`src/hw/rtl/gpd_pkg.sv`:
```
`default_nettype none
// ----------------------------------------------------------------------------
// gpd_pkg: shared types and constants
// Command codes, register indexes, the request record that passes through
// the queue, and the configuration bundle.
// ----------------------------------------------------------------------------
package gpd_pkg;

	typedef enum logic [1:0] {
		CMD_PIX  = 2'd0,
		CMD_KER  = 2'd1,
		CMD_CMP  = 2'd2,
		CMD_NONE = 2'd3
	} cmd_t;

	localparam logic [1:0] REG_WIDTH  = 2'd0;
	localparam logic [1:0] REG_HEIGHT = 2'd1;
	localparam logic [1:0] REG_STEP   = 2'd2;
	localparam logic [1:0] REG_KSIZE  = 2'd3;

	localparam logic [8:0]  RST_WIDTH  = 9'd256;
	localparam logic [8:0]  RST_HEIGHT = 9'd256;
	localparam logic [15:0] RST_STEP   = 16'd256;
	localparam logic [3:0]  RST_KSIZE  = 4'd7;

	localparam int unsigned MIN_KERNEL = 7;
	localparam int unsigned STEP_HALF  = 128;
	localparam int unsigned ROUND_HALF = 32768;

	typedef struct packed {
		logic [8:0]  width;
		logic [8:0]  height;
		logic [15:0] step;
		logic [3:0]  ksize;
	} cfg_t;

	typedef struct packed {
		cmd_t        cmd;
		logic [7:0]  col;
		logic [7:0]  row;
		logic [15:0] red;
		logic [15:0] green;
		logic [15:0] blue;
		logic [15:0] wt;
	} req_t;

	typedef struct packed {
		logic avail;
		req_t req;
	} q_head_t;

endpackage
`default_nettype wire

```
`src/hw/rtl/gpd_front.sv`:
```
`default_nettype none
// ----------------------------------------------------------------------------
// gpd_front: request intake
// Takes requests, drops unused codes and out-of-range writes, and holds the
// rest in a two-entry queue for the back end.
// ----------------------------------------------------------------------------
module gpd_front #(
	parameter int MAX_WIDTH  = 256,
	parameter int MAX_HEIGHT = 256,
	parameter int MAX_KERNEL = 11
) (
	input  wire logic             clk,
	input  wire logic             arst_n,
	input  wire logic             start,
	input  wire logic [1:0]       command,
	input  wire logic [7:0]       col,
	input  wire logic [7:0]       row,
	input  wire logic [15:0]      red_in,
	input  wire logic [15:0]      green_in,
	input  wire logic [15:0]      blue_in,
	input  wire logic [15:0]      weight,
	input  wire logic             pop,
	output logic                  busy,
	output gpd_pkg::q_head_t      head
);
	import gpd_pkg::*;

	req_t       slot_q [2];
	logic       wr_ptr_q;
	logic       rd_ptr_q;
	logic [1:0] count_q;
	logic       accept;
	logic       keep;
	req_t       req_c;

	assign busy   = (count_q == 2'd2);
	assign accept = start && !busy;

	// classify: keep in-range writes and computes, drop the rest
	always_comb begin
		keep = 1'b0;
		unique case (cmd_t'(command))
			CMD_PIX: keep = (32'(col) < 32'(MAX_WIDTH)) && (32'(row) < 32'(MAX_HEIGHT));
			CMD_KER: keep = (32'(col) < 32'(MAX_KERNEL)) && (32'(row) < 32'(MAX_KERNEL));
			CMD_CMP: keep = 1'b1;
			default: keep = 1'b0;
		endcase
	end

	always_comb begin
		req_c.cmd   = cmd_t'(command);
		req_c.col   = col;
		req_c.row   = row;
		req_c.red   = red_in;
		req_c.green = green_in;
		req_c.blue  = blue_in;
		req_c.wt    = weight;
	end

	// queue storage
	always_ff @(posedge clk) begin
		if (accept && keep) begin
			slot_q[wr_ptr_q] <= req_c;
		end
	end

	// queue pointers
	always_ff @(posedge clk or negedge arst_n) begin
		if (!arst_n) begin
			wr_ptr_q <= 1'b0;
			rd_ptr_q <= 1'b0;
			count_q  <= 2'd0;
		end else begin
			if (accept && keep) begin
				wr_ptr_q <= !wr_ptr_q;
			end
			if (pop) begin
				rd_ptr_q <= !rd_ptr_q;
			end
			count_q <= count_q + 2'((accept && keep) ? 1 : 0) - 2'(pop ? 1 : 0);
		end
	end

	assign head.avail = (count_q != 2'd0);
	assign head.req   = slot_q[rd_ptr_q];

endmodule
`default_nettype wire

```
`config.mk`:
```
export PLATFORM = sky130hd
export DESIGN_NAME = gpd_front
export DESIGN_NICKNAME = d
export VERILOG_FILES = /design/src/hw/rtl/gpd_pkg.sv /design/src/hw/rtl/gpd_front.sv
export SDC_FILE = /design/constraint.sdc
export NUM_CORES = 1
export LEC_CHECK = 0
export ABC_AREA = 1
export BUFFER_PORTS_ARGS = -buffer_cell sky130_fd_sc_hd__buf_2
export CORE_MARGIN = 5
export CORE_UTILIZATION = 57
export DETAILED_ROUTE_END_ITERATION = 10
export PLACE_DENSITY_LB_ADDON = 0.25
export SETUP_SLACK_MARGIN = 0.02
export SLEW_MARGIN = 20
export SYNTH_ARGS = -nofsm -noshare
export SYNTH_HDL_FRONTEND = slang
export SYNTH_SLANG_ARGS = --single-unit
```
`constraint.sdc`:
```
create_clock -name clk -period 7.7 [get_ports clk]
set_input_delay 0.385 -clock clk [delete_from_list [all_inputs] [get_ports clk]]
set_output_delay 0.385 -clock clk [all_outputs]
set_load 0.05 [all_outputs]
```
# Yosys cells after proc, flatten, opt, wreduce, memory -nomap -nowiden
# Memories as Yosys holds them, arrays and structs flattened.
# Cells that the tools add are included.
# word_totals
ff_bits,4
mem_bits_rw,164
in_bits,86
out_inout_bits,84
word_cells,25
memories,1
# classes
add_sub_neg,2
n_lt_le_gt_ge,2
n_eq_ne,3
mux,5
reduce_logical,9
# memory_table
memory,words,width,rd,rd_ports_with_merged_regs,wr,line_no,source
slot_q,2,82,1,0,1,gpd_front.sv:28,req_t slot_q [2];
# op_table
op,count
$lt A8 B4 Y1 const B,2
$eq A2 B2 Y1 const B,2
$mux W1,4
$logic_and A1 B1 Y1,3
$logic_not A1 Y1,3
$add A2 B1 Y2,1
$eq A2 B1 Y1 const B,1
$logic_not A2 Y1,1
$pmux W1 S2,1
$reduce_bool A2 Y1,1
$reduce_or A2 Y1,1
$sub A2 B1 Y2,1

# Longest topological paths before layout
# Gate-level depths: netlist of run 1.
# depth
word_depth,7
depth_mapped,13
depth_no_buf,13

# Worst setup path before layout of run 1
# No wires, ideal clock.
# synth_timing
kind,register to register
start,register count_q[1]
end,"memory slot_q[1][0] (netlist name), enable pin"
setup_time_ps,523
arrival_time_ps,4340
required_time_ps,7177
slack_ps,2837
path_stages_with_launch,6
path_buffers,0
synth_period_minus_slack_ps,4863
path_cell_list,dfrtp_1 > inv_1 > nor2_1 > nor2_1 > nand2_1 > nor2_1
# synth_via
elab_chain_len,6
# synth_rtl
element,line_no,source
from (decl),gpd_front.sv:31,logic [1:0] count_q;
from (signal assigned),gpd_front.sv:80,count_q <= count_q + 2'((accept && keep) ? 1 : 0) - 2'(pop ? 1 : 0);
$eq A2 B2 Y1,gpd_front.sv:36,assign busy = (count_q == 2'd2);
via busy,gpd_front.sv:23,"output logic busy,"
$logic_not A1 Y1,gpd_front.sv:37,assign accept = start && !busy;
$logic_and A1 B1 Y1,gpd_front.sv:37,
$logic_and A1 B1 Y1,gpd_front.sv:62,if (accept && keep) begin
$mux W1,gpd_front.sv:62,
$mux W1 (implied by the code),gpd_front.sv:63,slot_q[wr_ptr_q] <= req_c;
to (decl),gpd_front.sv:28,
# The timed path passes the listed nets, and every way through them passes these cells.

==> impl_metrics.tcl, run 1 <==
set metrics [dict create \
    wl_met1_mm 4.16 \
    path_delay_family "buffers and inverters" \
    fin_ws_ps 4640 \
    drt-vias-per-instance 5.05 \
    cp-start-kind "register" \
    postCtsSetupRepairBufs 0 \
    drv_cap 0 \
    ant_nets 0 \
    seq_area_um2 5030 \
    syn_inst 297 \
    final-setup-viol-count 0 \
    clk_latency_ps 410 \
    fp.dieW_um 117 \
    portBuffers 169 \
    die_area_um2 13700 \
    power_leakage_nw 3.21 \
    cp_slowest_cell "buf_4" \
    io_pins 170 \
    end_kind "primary output" \
    dpl.hpwl_mm 7.43 \
    fmax_mhz 326 \
    synth_largest_type_area_fraction_pct 75.2 \
    grt_max_degree 67 \
    cts_hold_buffers 1 \
    yosys-top-cells-area "edfxtp_1 (75%), mux2_4 (16%), buf_12 (2.1%)" \
    cts_buffers 17 \
    wl_met3_mm 1.00 \
    place.gp.congestion 0.772 \
    clock_sinks 168 \
    multi_input_area_um2 1340 \
    yosysMostFrequentCell "edfxtp_1" \
    powerDensity_nw_per_um2 399 \
    hold_viol 0 \
    synth_commonest_cells "edfxtp_1 (164), mux2_4 (70), nand2_1 (13), mux2_2 (12), inv_1 (9)" \
    fillCellCount 737 \
    cts_tree "yes" \
    fin_skew_ps 6.88 \
    yosys.area.top_type "edfxtp_1" \
    finalCritPeriodShare_pct 39.8 \
    cp_max_fo 63 \
    core_um2 11300 \
    seq_area_frac_synth_pct 76.7 \
    maxUsedRoutingLayer "met4" \
    synth_edf_count 164 \
    finalMaxSlewViolations 0 \
    peakVddDrop_v 0.000220 \
    first_iter_violations 184 \
    overflow 0 \
    path_class "reg2out" \
    final_cell_count_no_fill 636 \
    drive_gt1_share_pct 57.6 \
    yosysUniqueCellTypes 15 \
    place_inst 603 \
    cp.required_ps 7320 \
    n_antenna_cell 0 \
    max_stage_delay_ps 920 \
    dp_slack_ps 4970 \
    track_usage_pct 16.6 \
    cp_data_arrival_time_ps 2680 \
    crit_chain "buf_4 > mux2_2 > buf_2" \
    slew_headroom_pct 25.7 \
    grt_first_pass_wirelength_mm 16.5 \
    dr.pass1.iters 4 \
    fp.dieH_um 117 \
    cts_root_buf "clkbuf_16" \
    status "finished, final reports clean" \
    min_path_type "in2reg" \
    ys_ff_latch 168 \
    totalWireLength_mm 11.2 \
    syn_area_um2 6550 \
    layout.nets 568 \
    antenna_found_initial 0 \
    clk_pin_slew_worst_paths_ps 60 \
    routedWlPerCell_um 17.6 \
    grt_pass1_vias 3353 \
    drc_errors 0 \
    synth_fp_nets 385 \
    cts_buffer_depth 2 \
    routed-wl-met2_mm 5.88 \
    rsz0062_at_grt "no" \
    fin_crit_ps 3060 \
    synthToLayoutAreaGrowth_pct 21.9 \
    initial_core_util_pct 57.8 \
    htree_levels 4 \
    rows 39 \
    yosys_warnings 0 \
    cts_resized 0 \
    tns_ps 0 \
    avgSynthCellArea_um2 22.0 \
    fin_util_pct 70.5 \
    async_reset_ff_share_pct 2.38 \
    vias 3212 \
    synth_ff_type "edfxtp_1" \
    path_buf_inv 2 \
    worst_pin_slew_ps 1110 \
]
## layout by cell type (no fill, tap or decap)
cell,netlist,final
mux2_4,70,70
xor2_1,2,2
clkinv_1,0,2
clkinvlp_4,0,4
or2_2,1,1
nor2_4,0,1
clkbuf_1,0,4
edfxtp_1,164,164
dfrtp_4,0,1
nand2_1,13,13
clkinv_4,0,3
clkbuf_16,0,17
buf_4,0,3
dfrtp_1,4,3
xnor2_1,1,1
mux2_2,12,12
inv_1,9,8
ha_1,2,2
dlygate4sd3_1,0,1
clkinv_2,0,2
nand3_1,2,2
buf_2,1,169
nor2_1,8,7
inv_6,0,1
## registers in the layout (all words and copies together) (netlist names)
name	cells
count_q	2
rd_ptr_q	1
slot_q	164
wr_ptr_q	1
## worst reg2reg max path, delay by kind of cell, from the launching register on
kind,cells,cell delay (ps)
buffers and inverters,2,840
AND/OR/NAND/NOR,4,760
flip-flops,1,370
## cells by family after synthesis
kind of cell / Yosys count / synth area share [%]
adder cells (fa/ha/maj): 2 / 0.382
multiplexers: 82 / 18.1
buffers and inverters: 18 / 2.90
AND/OR/NAND/NOR: 24 / 1.45
XOR/XNOR: 3 / 0.401
flip-flops: 168 / 76.7
## cell type report
class	count	area share, %
Multi-Input combinational cell	111	16.8
Inverter	9	0.439
Timing Repair Buffer	173	11.0
Clock inverter	11	0.972
Sequential cell	168	63.0
Tap cell	143	2.24
Clock buffer	21	5.52
## metrics by stage
| step | total power, mW | area, µm² | hold WS [ps] |
|---|---|---|---|
| floorplan | 2.32 | 6550 | 89.4 |
| global placement | 2.47 | 7450 | 197 |
| detailed placement | 2.48 | 7450 | 201 |
| CTS | 3.22 | 7980 | 141 |
| global route | 3.32 | 7980 | 140 |
| finish | 3.19 | 7980 | 163 |
## power breakdown
group | leakage [nW] | switching [mW] | internal (mW)
sequential | 1.54 | 0.0549 | 1.14
clock | 0.239 | 0.325 | 0.411
combinational | 1.43 | 0.849 | 0.407
## metal layers
metal | vias to the layer above | GRT usage [%]
met5 | - | 0
met4 | 0 | 6.04
met3 | 11 | 6.58
met2 | 115 | 28.5
met1 | 1571 | 18.7
li1 | 1515 | -
## worst paths after layout
kind                              start             to  slack [ps]  cells after the start
setup / recovery               rd_ptr_q       head[75]        4640                      3
hold / removal             green_in[10]  slot_q[0][42]         160                      1
setup reg to reg             count_q[1]  slot_q[1][67]        5290                      6
hold reg to reg                wr_ptr_q       wr_ptr_q         480                      2
max in group asynchronous        arst_n       rd_ptr_q        7230                      2
min in group asynchronous        arst_n       wr_ptr_q         330                      2
(Power assumes the default switching activity.)
==> run 2, diff against run 1 <==
--- a/config.mk
+++ b/config.mk
@@ -8,7 +8,7 @@
 export ABC_AREA = 1
 export BUFFER_PORTS_ARGS = -buffer_cell sky130_fd_sc_hd__buf_2
 export CORE_MARGIN = 5
-export CORE_UTILIZATION = 57
+export CORE_UTILIZATION = 53
 export DETAILED_ROUTE_END_ITERATION = 10
 export PLACE_DENSITY_LB_ADDON = 0.25
 export SETUP_SLACK_MARGIN = 0.02
==> constraint.sdc (replaced) <==
create_clock -name clk -period 2.9 [get_ports clk]
set_input_delay 0.145 -clock clk [delete_from_list [all_inputs] [get_ports clk]]
set_output_delay 0.145 -clock clk [all_outputs]
set_load 0.05 [all_outputs]
==> impl_metrics.tcl, run 2 (same netlist as run 1, synthesis figures left out) <==
set metrics [dict create \
    hold_viol 0 \
    grt_pass1_vias 3902 \
    cts_tree "yes" \
    cp-start-kind "register" \
    rows 40 \
    fillCellCount 719 \
    io_pins 170 \
    die_area_um2 14700 \
    postCtsSetupRepairBufs 0 \
    place.gp.congestion 0.764 \
    overflow 0 \
    cts_resized 0 \
    antenna_found_initial 0 \
    routedWlPerCell_um 17.0 \
    cts_buffers 17 \
    hold_slack_ps 86.7 \
    slew_headroom_pct 58.1 \
    fp.dieH_um 121 \
    p_total_mw 8.82 \
    synthToLayoutAreaGrowth_pct 36.9 \
    drc_errors 0 \
    clk_latency_ps 420 \
    fmax_mhz 432 \
    min_path_type "in2async" \
    drv_cap 0 \
    reg2reg_slack_ps 1100 \
    track_usage_pct 18.0 \
    layout_common_cells "buf_2 (169), edfxtp_1 (164), dlygate4sd3_1 (84), mux2_4 (70), clkbuf_16 (17)" \
    fp.dieW_um 121 \
    layout.nets 655 \
    ant_nets 0 \
    clk_pin_slew_worst_paths_ps 60 \
    seq_area_um2 5030 \
    first_iter_violations 139 \
    power_leakage_nw 3.63 \
    fin_ws_ps 583 \
    final-setup-viol-count 0 \
    n_antenna_cell 0 \
    end_kind "primary output" \
    cts_root_buf "clkbuf_16" \
    cts_hold_buffers 84 \
    max_stage_delay_ps 840 \
    initial_core_util_pct 54.3 \
    core_um2 12100 \
    finalMaxSlewViolations 0 \
    dr.pass1.iters 4 \
    final_common_cell "buf_2" \
    fin_util_pct 74.3 \
    multi_input_area_um2 1340 \
    totalWireLength_mm 12.7 \
    peakVddDrop_v 0.000610 \
    dp_slack_ps 991 \
    cp_slowest_cell "dfrtp_4" \
    rsz0062_at_grt "no" \
    largest_reg_flops 164 \
    worst_pin_slew_ps 629 \
    fin_crit_ps 2320 \
    cp_max_fo 34 \
    dpl.hpwl_mm 7.95 \
    portBuffers 169 \
    cts_buffer_depth 2 \
    drt-vias-per-instance 4.77 \
    vias 3568 \
    tns_ps 0 \
    cp_data_arrival_time_ps 2170 \
    largestRegisters "slot_q: 164 flops, count_q: 2 flops" \
    path_class "reg2out" \
    status "finished, final reports clean" \
    drive_gt1_share_pct 49.7 \
    htree_levels 4 \
    crit_chain "buf_4 > mux2_4 > buf_2" \
    powerDensity_nw_per_um2 984 \
    fin_skew_ps 6.05 \
    finalCritPeriodShare_pct 79.9 \
    top_register "slot_q" \
    grt_first_pass_wirelength_mm 19.7 \
    cp.required_ps 2760 \
    grt_max_degree 57 \
    clock_sinks 168 \
]
run 2: cell types whose count changed in the layout (fill, tap and decap cells not counted), sizes merged:
| cell | delta |
|---|---|
| clkinvlp | -3 |
| clkbuf | -3 |
| bufinv | +3 |
| inv | -1 |
| buf | +4 |
| clkinv | +4 |
| dlygate4sd3 | +83 |
run 2: per-layer routing:
layer  share of wire, %  GRT usage [%]  up-vias
li1                   -              -     1690
met1                 39           20.7     1751
met2                 53           31.3      112
met3                7.0           6.06       15
met4                1.2           6.51        0
met5                  0              0        -
run 2: final cells by class:
| cell class | instances | area share [%] |
|---|---|---|
| sequential | 168 | 56.1 |
| tap | 168 | 2.35 |
| multi-input combinational | 111 | 15.0 |
| inverter | 9 | 0.419 |
| clock buffer | 18 | 4.79 |
| timing repair buffer | 260 | 19.8 |
| clock inverter | 14 | 1.54 |
run 2: worst max-delay path, delay by kind of cell (launching register included):
kind     cells  cell delay [ps]
mux          1              320
flops        1              840
buf+inv      2              580
run 2: report_power, final:
group | internal [mW] | total [mW] | switching [mW]
clock network | 1.33 | 2.14 | 0.820
registers | 3.02 | 3.22 | 0.202
logic | 1.19 | 3.45 | 2.26
run 2: final timing paths:
check | from | end | cells past startpoint
worst max-delay path | rd_ptr_q | head[32] | 3
worst min-delay path | arst_n | wr_ptr_q | 2
worst max register to register | count_q[1] | slot_q[0][33] | 6
worst min register to register | wr_ptr_q | wr_ptr_q | 2
max in group asynchronous | arst_n | rd_ptr_q | 2
min in group clk | start | wr_ptr_q | 5
run 2: stage by stage:
step / cells / cell area, µm²
CTS: 748 / 8960
floorplan: 297 / 6560
global route: 748 / 8960
global placement: 632 / 7550
finish: 748 / 8960
detailed placement: 632 / 7550
==> run 3, diff against run 2 <==
==> constraint.sdc (replaced) <==
create_clock -name clk -period 2.3 [get_ports clk]
set_input_delay 0.115 -clock clk [delete_from_list [all_inputs] [get_ports clk]]
set_output_delay 0.115 -clock clk [all_outputs]
set_load 0.05 [all_outputs]
==> impl_metrics.tcl, run 3 (same netlist as run 1, synthesis figures left out) <==
set metrics [dict create \
    rows 40 \
    path_buf_inv 2 \
    drv_cap 0 \
    p_sw_mw 4.17 \
    layout_common_cells "buf_2 (169), edfxtp_1 (164), dlygate4sd3_1 (84), mux2_4 (70), clkbuf_16 (17)" \
    fmax_mhz 524 \
    tns_ps 0 \
    cp.required_ps 2180 \
    path_delay_family "buffers and inverters" \
    routedWlPerCell_um 17.3 \
    fin_skew_ps 7.54 \
    status "finished, final reports clean" \
    max_stage_delay_ps 450 \
    cts_root_buf "clkbuf_16" \
    place_inst 632 \
    pwr-share-clk_pct 27.1 \
    die_area_um2 14700 \
    dpl.hpwl_mm 7.87 \
    top_register "slot_q" \
    dp_slack_ps 528 \
    first_iter_violations 137 \
    peakVddDrop_v 0.000981 \
    clk_latency_ps 420 \
    path_class "reg2out" \
    min_path_type "in2async" \
    cp_slowest_cell "dfrtp_4" \
    final_cell_area_um2 9090 \
    drive_gt1_share_pct 50.9 \
    largest_reg_flops 164 \
    cts_buffers 17 \
    core_um2 12100 \
    cp_max_fo 19 \
    vias 3555 \
    cts_resized 0 \
    n_antenna_cell 0 \
    fin_ws_ps 391 \
    portBuffers 169 \
    fin_crit_ps 1910 \
    cts_tree "yes" \
    post_dp_cell_area_um2 7580 \
    fp.dieH_um 121 \
    cp-start-kind "register" \
    ant_nets 0 \
    layout.nets 655 \
    antenna_found_initial 0 \
    track_usage_pct 18.0 \
    cts_buffer_depth 2 \
    grt_max_degree 51 \
    largestRegisters "slot_q: 164 flops, count_q: 2 flops" \
    fillCellCount 669 \
    pwr-share-seq_pct 33.8 \
    clk_pin_slew_worst_paths_ps 60 \
    final_cell_count_no_fill 748 \
    powerDensity_nw_per_um2 1280 \
    totalWireLength_mm 13.0 \
    cp_data_arrival_time_ps 1790 \
    dr.pass1.iters 4 \
    fp.dieW_um 121 \
    slew_headroom_pct 70.2 \
    final-setup-viol-count 0 \
    internal-power_mw 7.42 \
    drc_errors 0 \
    htree_levels 4 \
    end_kind "primary output" \
    clock_sinks 168 \
    finalCritPeriodShare_pct 83.0 \
    power_leakage_nw 3.68 \
    io_pins 170 \
    grt_first_pass_wirelength_mm 19.6 \
    drt-vias-per-instance 4.75 \
    synthToLayoutAreaGrowth_pct 38.8 \
    switching_share_pct 36.0 \
    worst_pin_slew_ps 447 \
    rsz0062_at_grt "no" \
    hold_viol 0 \
    place.gp.congestion 0.739 \
    overflow 0 \
    power_frac_comb_pct 39.1 \
    grt_pass1_vias 3845 \
    initial_core_util_pct 54.3 \
    p_total_mw 11.6 \
    crit_chain "buf_4 > mux2_4 > buf_2" \
    final_common_cell "buf_2" \
    postCtsSetupRepairBufs 0 \
    finalMaxSlewViolations 0 \
]
[run 3: worst register-to-register path, cell delays in order, from the launching register on]
cell     delay, ps
dfrtp_1        390
inv_2           90
nor2_4          40
nor2_2         140
nand2_2        100
nor2_4         140
buf_4          400
[run 3: final cells by class]
cell class	count	area, µm²	share of cell area (%)
Clock buffer	23	468	5.15
Clock inverter	9	195	2.15
Inverter	9	37.5	0.413
Multi-Input combinational cell	111	1360	14.9
Sequential cell	168	5030	55.3
Tap cell	168	210	2.31
Timing Repair Buffer	260	1790	19.7
[run 3: power by group through the flow]
stage / Sequential [mW] / Combinational (mW) / Clock, mW
after global placement: 3.96 / 4.42 / 0
after global routing: 3.95 / 4.71 / 3.34
after detailed placement: 3.98 / 4.44 / 0
after floorplan: 3.95 / 3.82 / 0
after CTS: 3.92 / 4.56 / 3.20
final: 3.92 / 4.53 / 3.14
[run 3: worst paths after layout]
check,start,to,slack (ps),cells after the start
setup / recovery,rd_ptr_q,head[5],390,3
hold / removal,arst_n,count_q[0],20,2
setup reg to reg,count_q[1],slot_q[1][45],610,6
hold reg to reg,wr_ptr_q,wr_ptr_q,480,2
max in group asynchronous,arst_n,rd_ptr_q,2140,2
min in group clk,start,wr_ptr_q,70,5
[run 3: per-layer routing]
| layer | part of all wire [%] | wire, µm | up-vias | GRT usage [%] |
|---|---|---|---|---|
| met2 | 52 | 6760 | 141 | 31.7 |
| met3 | 8.5 | 1100 | 14 | 7.27 |
| li1 | - | - | 1686 | - |
| met1 | 38 | 4920 | 1714 | 19.8 |
| met5 | 0 | 0 | - | 0 |
| met4 | 1.4 | 178 | 0 | 5.60 |
[run 3: repair_timing]
item,4_1_cts,5_1_grt
hold buffers,84,0
setup endpoints to repair,0,0
hold endpoints to repair,169,0
[run 3: per-stage QoR]
step                      hold WS (ps)  util, %
after floorplan                   -181        -
after global placement           -75.4     62.9
after detailed placement         -73.0     62.9
after CTS                         14.2     75.3
after global routing              19.4     75.3
final                             24.1     75.3
